--- src/hdl/kph_pkg.sv ---
// ----------------------------------------------------------------------------
// Polynomial hash package
// Widths, codes, command types and helper functions shared by the modules.
// ----------------------------------------------------------------------------
`default_nettype none

package kph_pkg;

  localparam int unsigned MAX_COEFS = 6;
  localparam int unsigned DATA_W    = 64;
  localparam int unsigned HALF_W    = DATA_W / 2;
  localparam int unsigned SHAMT_W   = $clog2(DATA_W);
  localparam int unsigned CNT_W     = 3;
  localparam int unsigned WIDTH_W   = 7;
  localparam int unsigned REG_W     = 3;
  localparam int unsigned SEL_W     = $clog2(MAX_COEFS);

  // Opcodes of an input item; the fourth code is unused and ignored.
  localparam logic [1:0] OP_NEXT  = 2'd0;
  localparam logic [1:0] OP_AT    = 2'd1;
  localparam logic [1:0] OP_CLEAR = 2'd2;

  // Configuration register indexes.
  localparam logic [REG_W-1:0] REG_COEF_0     = 3'd0;
  localparam logic [REG_W-1:0] REG_COEF_1     = 3'd1;
  localparam logic [REG_W-1:0] REG_COEF_5     = 3'd5;
  localparam logic [REG_W-1:0] REG_COEF_COUNT = 3'd6;
  localparam logic [REG_W-1:0] REG_WIDTH_BITS = 3'd7;

  localparam logic [CNT_W-1:0]   COEF_COUNT_RST = 3'd2;
  localparam logic [WIDTH_W-1:0] WIDTH_BITS_RST = 7'd32;

  typedef logic [DATA_W-1:0] word_t;
  typedef word_t [MAX_COEFS-1:0] coef_arr_t;

  // Coefficients after reset: the linear coefficient is one, all others zero.
  localparam coef_arr_t COEF_RST =
    {{((MAX_COEFS - 1) * DATA_W){1'b0}}, DATA_W'(1)} << (DATA_W * REG_COEF_1);

  typedef enum logic [2:0] {
    ST_IDLE,
    ST_LL,
    ST_LH,
    ST_HL,
    ST_FOLD,
    ST_DONE
  } state_e;

  typedef enum logic [2:0] {
    DP_IDLE,
    DP_LOAD,
    DP_MUL_LL,
    DP_MUL_LH,
    DP_MUL_HL,
    DP_FOLD,
    DP_OUT
  } dp_op_e;

  typedef struct packed {
    dp_op_e           op;
    logic             use_counter;
    logic             clr_cnt;
    logic             zero_acc;
    logic [SEL_W-1:0] coef_sel;
  } dp_cmd_t;

  typedef struct packed {
    logic out_free;
  } dp_status_t;

  // Mask for arithmetic modulo 2^w; zero width gives modulus one.
  function automatic word_t width_mask(input logic [WIDTH_W-1:0] w);
    word_t m;
    if (w == '0) begin
      m = '0;
    end else if (w >= WIDTH_W'(DATA_W)) begin
      m = '1;
    end else begin
      m = ~({DATA_W{1'b1}} << w[SHAMT_W-1:0]);
    end
    return m;
  endfunction

  // Coefficient counts above the number of coefficient registers saturate.
  function automatic logic [CNT_W-1:0] sat_count(input logic [CNT_W-1:0] c);
    return (c > CNT_W'(MAX_COEFS)) ? CNT_W'(MAX_COEFS) : c;
  endfunction

endpackage

`default_nettype wire

--- src/hdl/kph_cfg.sv ---
// ----------------------------------------------------------------------------
// Configuration register file
// Holds the coefficients, the saturated term count and the modulus mask.
// ----------------------------------------------------------------------------
`default_nettype none

module kph_cfg
  import kph_pkg::*;
(
  input  logic               clk_i,
  input  logic               rst_ni,
  input  logic               cfg_valid_i,
  output logic               cfg_ready_o,
  input  logic [REG_W-1:0]   cfg_index_i,
  input  logic [DATA_W-1:0]  cfg_data_i,
  output coef_arr_t          coefs_o,
  output logic [CNT_W-1:0]   terms_o,
  output word_t              mask_o
);

  coef_arr_t        coef_q;
  logic [CNT_W-1:0] terms_q;
  word_t            mask_q;

  assign cfg_ready_o = 1'b1;

  // The width register is kept only in its decoded form as a mask.
  always_ff @(posedge clk_i or negedge rst_ni) begin
    if (!rst_ni) begin
      coef_q  <= COEF_RST;
      terms_q <= COEF_COUNT_RST;
      mask_q  <= width_mask(WIDTH_BITS_RST);
    end else if (cfg_valid_i) begin
      unique case (cfg_index_i) inside
        [REG_COEF_0:REG_COEF_5]: coef_q[cfg_index_i] <= cfg_data_i;
        REG_COEF_COUNT:          terms_q <= sat_count(cfg_data_i[CNT_W-1:0]);
        REG_WIDTH_BITS:          mask_q  <= width_mask(cfg_data_i[WIDTH_W-1:0]);
        default: begin
        end
      endcase
    end
  end

  assign coefs_o = coef_q;
  assign terms_o = terms_q;
  assign mask_o  = mask_q;

endmodule

`default_nettype wire

--- src/hdl/kph_ctrl.sv ---
// ----------------------------------------------------------------------------
// Evaluation controller
// Sequences the Horner steps and the three partial products of each step.
// ----------------------------------------------------------------------------
`default_nettype none

module kph_ctrl
  import kph_pkg::*;
(
  input  logic             clk_i,
  input  logic             rst_ni,
  input  logic             in_valid_i,
  output logic             in_ready_o,
  input  logic [1:0]       opcode_i,
  input  logic [CNT_W-1:0] terms_i,
  input  dp_status_t       status_i,
  output dp_cmd_t          cmd_o
);

  state_e           state_q, state_d;
  logic [SEL_W-1:0] idx_q, idx_d;
  logic             is_eval;

  assign is_eval = (opcode_i == OP_NEXT) || (opcode_i == OP_AT);

  always_ff @(posedge clk_i or negedge rst_ni) begin
    if (!rst_ni) begin
      state_q <= ST_IDLE;
      idx_q   <= '0;
    end else begin
      state_q <= state_d;
      idx_q   <= idx_d;
    end
  end

  // idx_q counts the coefficients still to be folded in by Horner steps.
  always_comb begin
    state_d = state_q;
    idx_d   = idx_q;
    unique case (state_q)
      ST_IDLE: begin
        if (in_valid_i && is_eval) begin
          idx_d   = SEL_W'(terms_i - CNT_W'(1));
          state_d = (terms_i > CNT_W'(1)) ? ST_LL : ST_DONE;
        end
      end
      ST_LL:   state_d = ST_LH;
      ST_LH:   state_d = ST_HL;
      ST_HL:   state_d = ST_FOLD;
      ST_FOLD: begin
        idx_d   = idx_q - SEL_W'(1);
        state_d = (idx_q == SEL_W'(1)) ? ST_DONE : ST_LL;
      end
      ST_DONE: begin
        if (status_i.out_free) begin
          state_d = ST_IDLE;
        end
      end
      default: state_d = ST_IDLE;
    endcase
  end

  always_comb begin
    in_ready_o        = 1'b0;
    cmd_o.op          = DP_IDLE;
    cmd_o.use_counter = 1'b0;
    cmd_o.clr_cnt     = 1'b0;
    cmd_o.zero_acc    = 1'b0;
    cmd_o.coef_sel    = idx_q - SEL_W'(1);
    unique case (state_q)
      ST_IDLE: begin
        in_ready_o     = 1'b1;
        cmd_o.coef_sel = SEL_W'(terms_i - CNT_W'(1));
        if (in_valid_i && is_eval) begin
          cmd_o.op          = DP_LOAD;
          cmd_o.use_counter = (opcode_i == OP_NEXT);
          cmd_o.zero_acc    = (terms_i == '0);
        end
        if (in_valid_i && (opcode_i == OP_CLEAR)) begin
          cmd_o.clr_cnt = 1'b1;
        end
      end
      ST_LL:   cmd_o.op = DP_MUL_LL;
      ST_LH:   cmd_o.op = DP_MUL_LH;
      ST_HL:   cmd_o.op = DP_MUL_HL;
      ST_FOLD: cmd_o.op = DP_FOLD;
      ST_DONE: cmd_o.op = status_i.out_free ? DP_OUT : DP_IDLE;
      default: cmd_o.op = DP_IDLE;
    endcase
  end

endmodule

`default_nettype wire

--- src/hdl/kph_dp.sv ---
// ----------------------------------------------------------------------------
// Evaluation datapath
// Point counter, Horner accumulator on one 32x32 multiplier, output register.
// ----------------------------------------------------------------------------
`default_nettype none

module kph_dp
  import kph_pkg::*;
(
  input  logic              clk_i,
  input  logic              rst_ni,
  input  dp_cmd_t           cmd_i,
  output dp_status_t        status_o,
  input  logic [DATA_W-1:0] index_i,
  input  coef_arr_t         coefs_i,
  input  word_t             mask_i,
  output logic              out_valid_o,
  input  logic              out_ready_i,
  output logic [DATA_W-1:0] value_o
);

  word_t             cnt_q;
  word_t             x_q;
  word_t             acc_q;
  word_t             sum_q;
  word_t             prod_q;
  word_t             value_q;
  logic              out_valid_q;
  word_t             coef_m;
  word_t             hi_sh;
  logic [HALF_W-1:0] mul_a;
  logic [HALF_W-1:0] mul_b;
  word_t             product;

  assign coef_m = ((cmd_i.coef_sel < SEL_W'(MAX_COEFS)) ? coefs_i[cmd_i.coef_sel] : '0)
                  & mask_i;
  assign hi_sh  = {prod_q[HALF_W-1:0], {HALF_W{1'b0}}};

  // The low word of acc * x is LL + ((LH + HL) << 32); each partial product
  // is formed in its own state on the shared multiplier.
  always_comb begin
    case (cmd_i.op)
      DP_MUL_LL: begin
        mul_a = acc_q[HALF_W-1:0];
        mul_b = x_q[HALF_W-1:0];
      end
      DP_MUL_LH: begin
        mul_a = acc_q[HALF_W-1:0];
        mul_b = x_q[DATA_W-1:HALF_W];
      end
      DP_MUL_HL: begin
        mul_a = acc_q[DATA_W-1:HALF_W];
        mul_b = x_q[HALF_W-1:0];
      end
      default: begin
        mul_a = '0;
        mul_b = '0;
      end
    endcase
  end

  assign product = DATA_W'(mul_a) * DATA_W'(mul_b);

  always_ff @(posedge clk_i or negedge rst_ni) begin
    if (!rst_ni) begin
      cnt_q       <= '0;
      out_valid_q <= 1'b0;
    end else begin
      if (cmd_i.clr_cnt) begin
        cnt_q <= '0;
      end else if (cmd_i.op == DP_LOAD && cmd_i.use_counter) begin
        cnt_q <= ((cnt_q & mask_i) + DATA_W'(1)) & mask_i;
      end
      if (cmd_i.op == DP_OUT) begin
        out_valid_q <= 1'b1;
      end else if (out_ready_i) begin
        out_valid_q <= 1'b0;
      end
    end
  end

  always_ff @(posedge clk_i) begin
    case (cmd_i.op)
      DP_LOAD: begin
        x_q   <= (cmd_i.use_counter ? cnt_q : index_i) & mask_i;
        acc_q <= cmd_i.zero_acc ? '0 : coef_m;
      end
      DP_MUL_LL: prod_q <= product;
      DP_MUL_LH: begin
        sum_q  <= prod_q + coef_m;
        prod_q <= product;
      end
      DP_MUL_HL: begin
        sum_q  <= sum_q + hi_sh;
        prod_q <= product;
      end
      DP_FOLD: acc_q   <= (sum_q + hi_sh) & mask_i;
      DP_OUT:  value_q <= acc_q;
      default: begin
      end
    endcase
  end

  assign status_o.out_free = !out_valid_q || out_ready_i;
  assign out_valid_o       = out_valid_q;
  assign value_o           = value_q;

endmodule

`default_nettype wire

--- src/hdl/kwise_polynomial_hash_rng.sv ---
// ----------------------------------------------------------------------------
// k-wise independent polynomial hash value generator
// Evaluates sum of coef_i * x^i modulo 2^width_bits at a counter or an index.
// ----------------------------------------------------------------------------
//
//  Channel  Direction  Handshake                Payload
//  -------  ---------  -----------------------  -------------------------------
//  cfg      in         cfg_valid_i/cfg_ready_o  cfg_index_i (3), cfg_data_i (64)
//  in       in         in_valid_i/in_ready_o    opcode_i (2), index_i (64)
//  out      out        out_valid_o/out_ready_i  value_o (64)
//
//  An evaluating item loads the highest coefficient in use, as set by the
//  saturated coefficient count, and then runs a Horner step for each lower
//  coefficient (none for a count of zero or one); each Horner step forms
//  three partial products on the shared 32x32 multiplier and then a fold.
//  The next item can be taken in the cycle after the result is loaded.
//  A clear or an ignored item leaves the controller idle and the input open.
//  Reset clears the point counter and loads the register reset values.
//  The input is taken only while the controller is idle. A finished result
//  waits in the controller until the output register is free, so a result
//  held at the output does not hold off the next item, but does hold off the
//  item after it.
//
`default_nettype none

module kwise_polynomial_hash_rng
  import kph_pkg::*;
(
  input  logic              clk_i,
  input  logic              rst_ni,
  // Configuration write channel.
  input  logic              cfg_valid_i,
  output logic              cfg_ready_o,
  input  logic [REG_W-1:0]  cfg_index_i,
  input  logic [DATA_W-1:0] cfg_data_i,
  // Input items.
  input  logic              in_valid_i,
  output logic              in_ready_o,
  input  logic [1:0]        opcode_i,
  input  logic [DATA_W-1:0] index_i,
  // Result items.
  output logic              out_valid_o,
  input  logic              out_ready_i,
  output logic [DATA_W-1:0] value_o
);

  coef_arr_t        coefs;
  logic [CNT_W-1:0] terms;
  word_t            mask;
  dp_cmd_t          cmd;
  dp_status_t       status;

  // The register file decodes the count and width at write time, so the
  // evaluation path sees a ready term count and modulus mask.
  kph_cfg u_cfg (
    .clk_i       (clk_i),
    .rst_ni      (rst_ni),
    .cfg_valid_i (cfg_valid_i),
    .cfg_ready_o (cfg_ready_o),
    .cfg_index_i (cfg_index_i),
    .cfg_data_i  (cfg_data_i),
    .coefs_o     (coefs),
    .terms_o     (terms),
    .mask_o      (mask)
  );

  // The controller accepts items, decodes the opcode and walks the
  // coefficients from the highest one in use down to the constant term.
  kph_ctrl u_ctrl (
    .clk_i      (clk_i),
    .rst_ni     (rst_ni),
    .in_valid_i (in_valid_i),
    .in_ready_o (in_ready_o),
    .opcode_i   (opcode_i),
    .terms_i    (terms),
    .status_i   (status),
    .cmd_o      (cmd)
  );

  // The datapath evaluates by Horner's rule: acc = acc * x + coef, all
  // reduced by the modulus mask, which gives the same sum as the power form.
  kph_dp u_dp (
    .clk_i       (clk_i),
    .rst_ni      (rst_ni),
    .cmd_i       (cmd),
    .status_o    (status),
    .index_i     (index_i),
    .coefs_i     (coefs),
    .mask_i      (mask),
    .out_valid_o (out_valid_o),
    .out_ready_i (out_ready_i),
    .value_o     (value_o)
  );

endmodule

`default_nettype wire

--- config.mk ---
export PLATFORM = sky130hd
export DESIGN_NAME = kwise_polynomial_hash_rng
export DESIGN_NICKNAME = d
export VERILOG_FILES = /design/src/hdl/kph_pkg.sv /design/src/hdl/kph_cfg.sv /design/src/hdl/kph_ctrl.sv /design/src/hdl/kph_dp.sv /design/src/hdl/kwise_polynomial_hash_rng.sv
export SDC_FILE = /design/constraint.sdc
export NUM_CORES = 2
export LEC_CHECK = 0
export BUFFER_PORTS_ARGS = -buffer_cell sky130_fd_sc_hd__buf_2
export CAP_MARGIN = 10
export CORE_MARGIN = 2
export CORE_UTILIZATION = 35
export DETAILED_ROUTE_END_ITERATION = 16
export SLEW_MARGIN = 25
export SYNTH_ARGS = -nofsm -noshare
export SYNTH_HDL_FRONTEND = slang
export SYNTH_SLANG_ARGS = --single-unit
--- constraint.sdc ---
create_clock -name clk_i -period 20.7 [get_ports clk_i]
set_input_delay 2.07 -clock clk_i [delete_from_list [all_inputs] [get_ports clk_i]]
set_output_delay 2.07 -clock clk_i [all_outputs]
set_load 0.1 [all_outputs]
### After elaboration in Yosys (flattened, before gate mapping)

Cells that the tools add are included.
W data, S select, Z words.

| cells by class | value |
|---|---|
| add/subtract/negate cells | 5 |
| multipliers | 1 |
| order comparisons | 9 |
| eq/ne operators | 18 |
| shifts and indexed selects | 1 |
| mux-type cells | 33 |
| bitwise logic cells | 6 |
| reduce and logical (&&, ||, !) cells | 25 |

Operator list:

| kind | count |
|---|---|
| $mux W64 | 9 |
| $bwmux W384 | 1 |
| $and A64 B64 Y64 | 5 |
| $pmux W64 S2 | 2 |
| $bmux W64 S3 | 1 |
| $demux W64 S3 | 1 |
| $add A64 B64 Y64 | 2 |
| $pmux W32 S2 | 2 |
| $add A64 B1 Y64 const B | 1 |
| $mul A32 B32 Y64 | 1 |
| $not A64 Y64 | 1 |
| $shl A64 B6 Y64 const A | 1 |
| $pmux W3 S6 | 2 |
| $eq A3 B3 Y1 const B | 7 |
| $mux W3 | 7 |
| $eq A3 B2 Y1 const B | 4 |
| $reduce_and A2 Y1 | 5 |
| $reduce_bool A2 Y1 | 5 |
| $eq A3 B1 Y1 const B | 3 |
| $lt A3 B4 Y1 const B | 2 |
| $ge A7 B7 Y1 const B | 1 |
| $logic_not A7 Y1 | 1 |
| $ge A3 B1 Y1 const B | 2 |
| $logic_not A3 Y1 | 2 |
| 18 further kinds | 30 |

| storage, ports and cells | value |
|---|---|
| bits in registers | 842 |
| input port bits | 138 |

### Longest topological paths before layout

| logic depth | value |
|---|---|
| depth after elaboration | 11 |
| gate-level depth with buffers | 35 |
| mapped depth without buffers | 29 |

### Modules after synthesis

A second synthesis with hierarchy kept.

| second synthesis, totals | value |
|---|---|
| cell total of the unflattened synthesis | 7,392 |
| area, all modules | 75,636.3 sq um |

Modules (own cells, without submodules):

| module | instances | cells each | area an instance (sq um) | sequential area each (sq um) |
|---|---|---|---|---|
| kph_dp | 1 | 6,195 | 57,784.2 | 11,235.8 |
| kph_cfg | 1 | 1,127 | 17,267.8 | 11,328.4 |
| kph_ctrl | 1 | 70 | 584.3 | 150.1 |

### Least setup slack after synthesis

OpenSTA, ideal clock, no wires.

| timing | value |
|---|---|
| kind | reg-to-reg |
| from | reg u_ctrl.state_q[2] |
| to | reg u_dp.prod_q[57] (data pin) |
| library setup time | 269 ps |
| arrival time | 10,545 ps |
| slack | 9,886 ps |
| cell stages (with the launch flop) | 32 |
| buffers on the path | 3 |
| clock period less this slack | 10,814 ps |
| cells stage by stage | dfrtp_1 nor2b_1 nor2b_1 clkbuf_1 clkbuf_1 clkbuf_1 a22o_1 nand2_1 fa_1 inv_1 fa_1 fa_1 inv_1 fa_1 inv_1 fa_1 fa_1 fa_1 inv_1 fa_1 inv_1 ha_1 a21oi_1 o21ai_0 a21o_1 a211oi_1 o21ai_0 a221oi_1 nor3_2 a41oi_1 o31ai_1 xor2_1 |

| on the way | value |
|---|---|
| cells in the longest elaborated chain, start to end | 6 |

Ends and longest elaborated chain:

| element | line | text |
|---|---|---|
| start, declared | kph_ctrl.sv:20 | `state_e state_q, state_d;` |
| start signal, assigned | kph_ctrl.sv:31 | `state_q <= state_d;` |
| $eq A3 B3 Y1, or another cell as far along | kph_ctrl.sv:70 | `unique case (state_q)` |
| $pmux W3 S6 * | kph_ctrl.sv:70 |  |
| $eq A3 B2 Y1 / $eq A3 B3 Y1 (equally long branches) | kph_dp.sv:42 | `case (cmd_i.op)` |
| $reduce_or A2 Y1 (no line) | - |  |
| $pmux W32 S2 | kph_dp.sv:42 |  |
| $mul A32 B32 Y64 * | kph_dp.sv:62 | `assign product = DATA_W'(mul_a) * DATA_W'(mul_b);` |
| via u_dp.product[57] | kph_dp.sv:33 | `word_t product;` |
| end signal, assigned | kph_dp.sv:88 | `DP_MUL_LL: prod_q <= product;` |
| end signal, assigned | kph_dp.sv:91 | `prod_q <= product;` |
| end signal, assigned | kph_dp.sv:95 | `prod_q <= product;` |
| end, declared | kph_dp.sv:26 | `word_t prod_q;` |

Mark *: on every way through the listed nets, which the timed path passes. The rest lies on a longest branch.
A chain may end at the register's enable or synchronous reset.

### Worst setup path after layout

| timing | value |
|---|---|
| from | reg u_ctrl.state_q[0] |
| to | reg u_dp.prod_q[57] (data pin) |

Same word-level chain as after synthesis.

==> impl_metrics.csv <==
group,metric,value,unit
timing,setup_viol,0,
finish,nets,8699,
timing,fin_crit,11360,ps
global_routing,grt_pass1_wl,402000,um
route,first_iter_violations,5593,
global_routing,grt_use_total,0.254,
clock_network,cts_hold_buf,0,
timing,hold_viol,0,
die,core,212000,um^2
timing,fin_crit_sh,0.549,
worst_setup_path,worst_path_max_delay_cell,"a22o_1",
yosys,syn_inst,7269,
yosys,synth.distinct_cells,97,
global_routing,first_global_vias,57700,
clock_network,clkTransAtPathRegs,70,ps
timing,finClkSkew,32.2,ps
die,die-area,217000,um^2
timing,fin_hold_ws,498,ps
route,drc_errors,0,
die,pin_count,205,
finish,drive_gt1_frac,0.149,
global_routing,antenna_found_initial,33,
timing,max-slew-margin-rel,0.248,
clock_network,cts_tree,"done",
clock_network,ctsLongestPathBuffers,3,
worst_hold_path,hold_class,"flop to flop",
global_routing,overflow,0,
placed_design,place_ws,9510,ps
yosys,synth-edff-count,320,
worst_setup_path,critical_path_required,21150,ps
yosys,synthArstFlopShare,0.620,
finish,final_cell_area,82100,um^2
worst_setup_path,slowest_delay,1010,ps
clock_network,cts-htree-levels,3,
clock_network,post_cts_resized,0,
worst_setup_path,worst-path-max-fanout,64,
route,ant_nets,0,
worst_setup_path,r2r_slack,9340,ps
timing,worst_slack,9340,ps
clock_network,clock_latency,710,ps
placed_design,hpwl,217000,um
worst_setup_path,critPathKind,"flop to flop",
yosys,seq_area_frac_synth,0.304,
yosys,syn-num-nets,8668,
worst_setup_path,crit_path_start_kind,"flop",
yosys,ys.flop_type,"dfrtp_1",
yosys,syn_area_per_cell,10.3,um^2
global_routing,grt_max_degree,108,
route,wl,278000,um
die,die_width,466,um
yosys,synth_seq_cells,842,
clock_network,cts.sinks,842,
worst_setup_path,r2r-end,"u_dp.prod_q[57]",
worst_setup_path,r2r-start,"u_ctrl.state_q[0]",
die,rows,169,
timing,rsz0062_at_grt,"no",
timing,worst_pin_slew,1130,ps
clock_network,cts-root-buf,"clkbuf_16",
worst_setup_path,cp-endpoint,"u_dp.prod_q[57]",
yosys,syn_area,74600,um^2
worst_setup_path,startpoint,"u_ctrl.state_q[0]",
route,num_vias,56800,
yosys,ys_warn_count,0,
placed_design,dpl_cell_area,79100,um^2
worst_hold_path,hp-start,"u_cfg.coefs_o[332]",
timing,clock.fmax,88.0,MHz
job,drv_cap,0,
worst_setup_path,r2r_cells,25,
die,start_util,0.352,
finish,synthToLayoutAreaGrowth,10.0,%
route,firstDrtPassIters,8,
clock_network,postCtsSetupBuffers,0,
clock_network,numCtsBuffers,87,
worst_setup_path,end_kind,"flop",
die,die_h,466,um
timing,setup-tns-final,0,ps
placed_design,port_buffers,203,
worst_setup_path,arrival,11810,ps
worst_setup_path,critical_path.most_common_cell,"fa_1",
route,wl_per_cell,27.2,um
finish,fill_cells,20700,
timing,finalMaxSlewViolations,0,
outcome,outcome,"complete, no violations",
placed_design,place_congestion,1.00,
route,viasPerCell,5.57,
-- how the worst min path moves through the flow --
stage,to,depth (start not counted),slack [ps]
6_report,u_cfg.coefs_o[332],1,500
5_1_grt,u_cfg.coefs_o[363],1,510
4_1_cts,u_cfg.coefs_o[348],1,500
3_5_place_dp,u_cfg.coefs_o[348],1,490
3_3_place_gp,u_cfg.coefs_o[348],1,480
2_1_floorplan,u_dp.value_o[32],0,450
-- Yosys cell counts, drive strengths merged, types with 20 or more instances --
cell	instances	area [um^2]
o21bai	30	225
fa	898	18000
nor4	24	229
mux2	391	4400
a21o	103	773
nand4	67	459
a31oi	28	175
nand2	848	3190
buf	38	168
mux4	64	1440
dfrtp	488	12200
o21a	25	188
and3	33	206
inv	913	3430
o31ai	21	171
a21oi	222	1110
a211oi	20	155
ha	363	4540
mux2i	70	701
nand3	56	285
a22o	67	587
a32o	100	1000
nor3	46	245
nand2b	20	125
dfstp	34	893
a22oi	74	556
a21boi	72	541
xnor2	115	1010
o21ai	204	1020
edfxtp	320	9610
nor2	813	3050
and2	85	532
xor2	72	631
clkbuf	385	1450
-- cell type report --
| cell class | instances | area, um^2 | share of cell area |
|---|---|---|---|
| multi-input cells | 5091 | 47200 | 0.574 |
| well taps | 2821 | 3530 | 0.0430 |
| clock buffers | 122 | 2570 | 0.0314 |
| flip-flops and latches | 842 | 22700 | 0.277 |
| inverters | 913 | 3430 | 0.0417 |
| clock inverters | 34 | 385 | 0.00469 |
| diodes | 8 | 20.0 | 0.000244 |
| repair buffers | 365 | 2290 | 0.0278 |
-- cells by family after synthesis --
logic type | count (synthesis) | synth area share
AO/OA/AOI/OAI | 1063 | 0.0992
XOR/XNOR | 187 | 0.0219
adder cells (fa/ha/maj) | 1261 | 0.302
buffers and inverters | 1336 | 0.0675
flip-flops | 842 | 0.304
multiplexers | 525 | 0.0877
other | 1 | 0.0000502
AND/OR/NAND/NOR | 2054 | 0.118
-- worst max-delay path, delay by kind of cell, from the launching register on --
kind                     cells  cell delay [ps]
flip-flops                   1              620
buffers and inverters        3             1320
AND/OR/NAND/NOR              7             2170
adder cells (fa/ha/maj)      9             4550
XOR/XNOR                     1              110
AO/OA/AOI/OAI                5             2200
-- cells in the final DEF (no fill, tap or decap), types with 16 or more instances in the layout --
master,count
a22oi_1,45
mux2_2,391
a31oi_1,27
xor2_1,72
a21boi_0,70
dfrtp_1,488
mux2i_1,69
edfxtp_1,320
o31ai_1,20
nand2b_1,18
ha_1,363
dfstp_2,34
and2_1,83
a22o_1,66
a32o_1,100
nand3_1,55
and3_1,33
fa_1,898
nand2_1,845
o21ai_0,201
a211oi_1,19
nor2_1,807
clkbuf_8,16
buf_2,202
clkbuf_16,92
mux4_2,64
a21oi_1,221
nor3_1,40
o21a_1,25
a22oi_2,29
xnor2_1,115
nor4_1,17
o21bai_1,30
inv_1,912
nand4_1,62
a21o_1,103
buf_4,159
-- registers in the layout, indices dropped and copies added (netlist names) --
| register | count |
|---|---|
| u_dp.acc_q | 64 |
| u_cfg.coefs_o | 384 |
| u_ctrl.idx_q | 3 |
| u_dp.out_valid_o | 1 |
| u_cfg.terms_o | 3 |
| u_dp.x_q | 64 |
| u_dp.cnt_q | 64 |
| u_dp.prod_q | 64 |
| u_dp.value_o | 64 |
| u_cfg.mask_o | 64 |
| u_dp.sum_q | 64 |
| u_ctrl.state_q | 3 |
-- layer usage --
| layer | wire length [um] | global-route usage | vias up |
|---|---|---|---|
| met5 | 236 | 0 | - |
| met1 | 106000 | 0.318 | 29300 |
| met3 | 21200 | 0.0429 | 645 |
| met4 | 21700 | 0.162 | 36 |
| li1 | - | - | 24100 |
| met2 | 128000 | 0.408 | 2653 |
-- through the flow --
stage | util | cells
2_1_floorplan | - | 7269
3_3_place_gp | 0.373 | 10000
3_5_place_dp | 0.373 | 10000
4_1_cts | 0.387 | 10200
5_1_grt | 0.387 | 10200
6_report | 0.387 | 10200
Power is left out: the tool's default activity adds up to more than one toggle a clock period on the data nets, which glitch-free logic cannot reach.
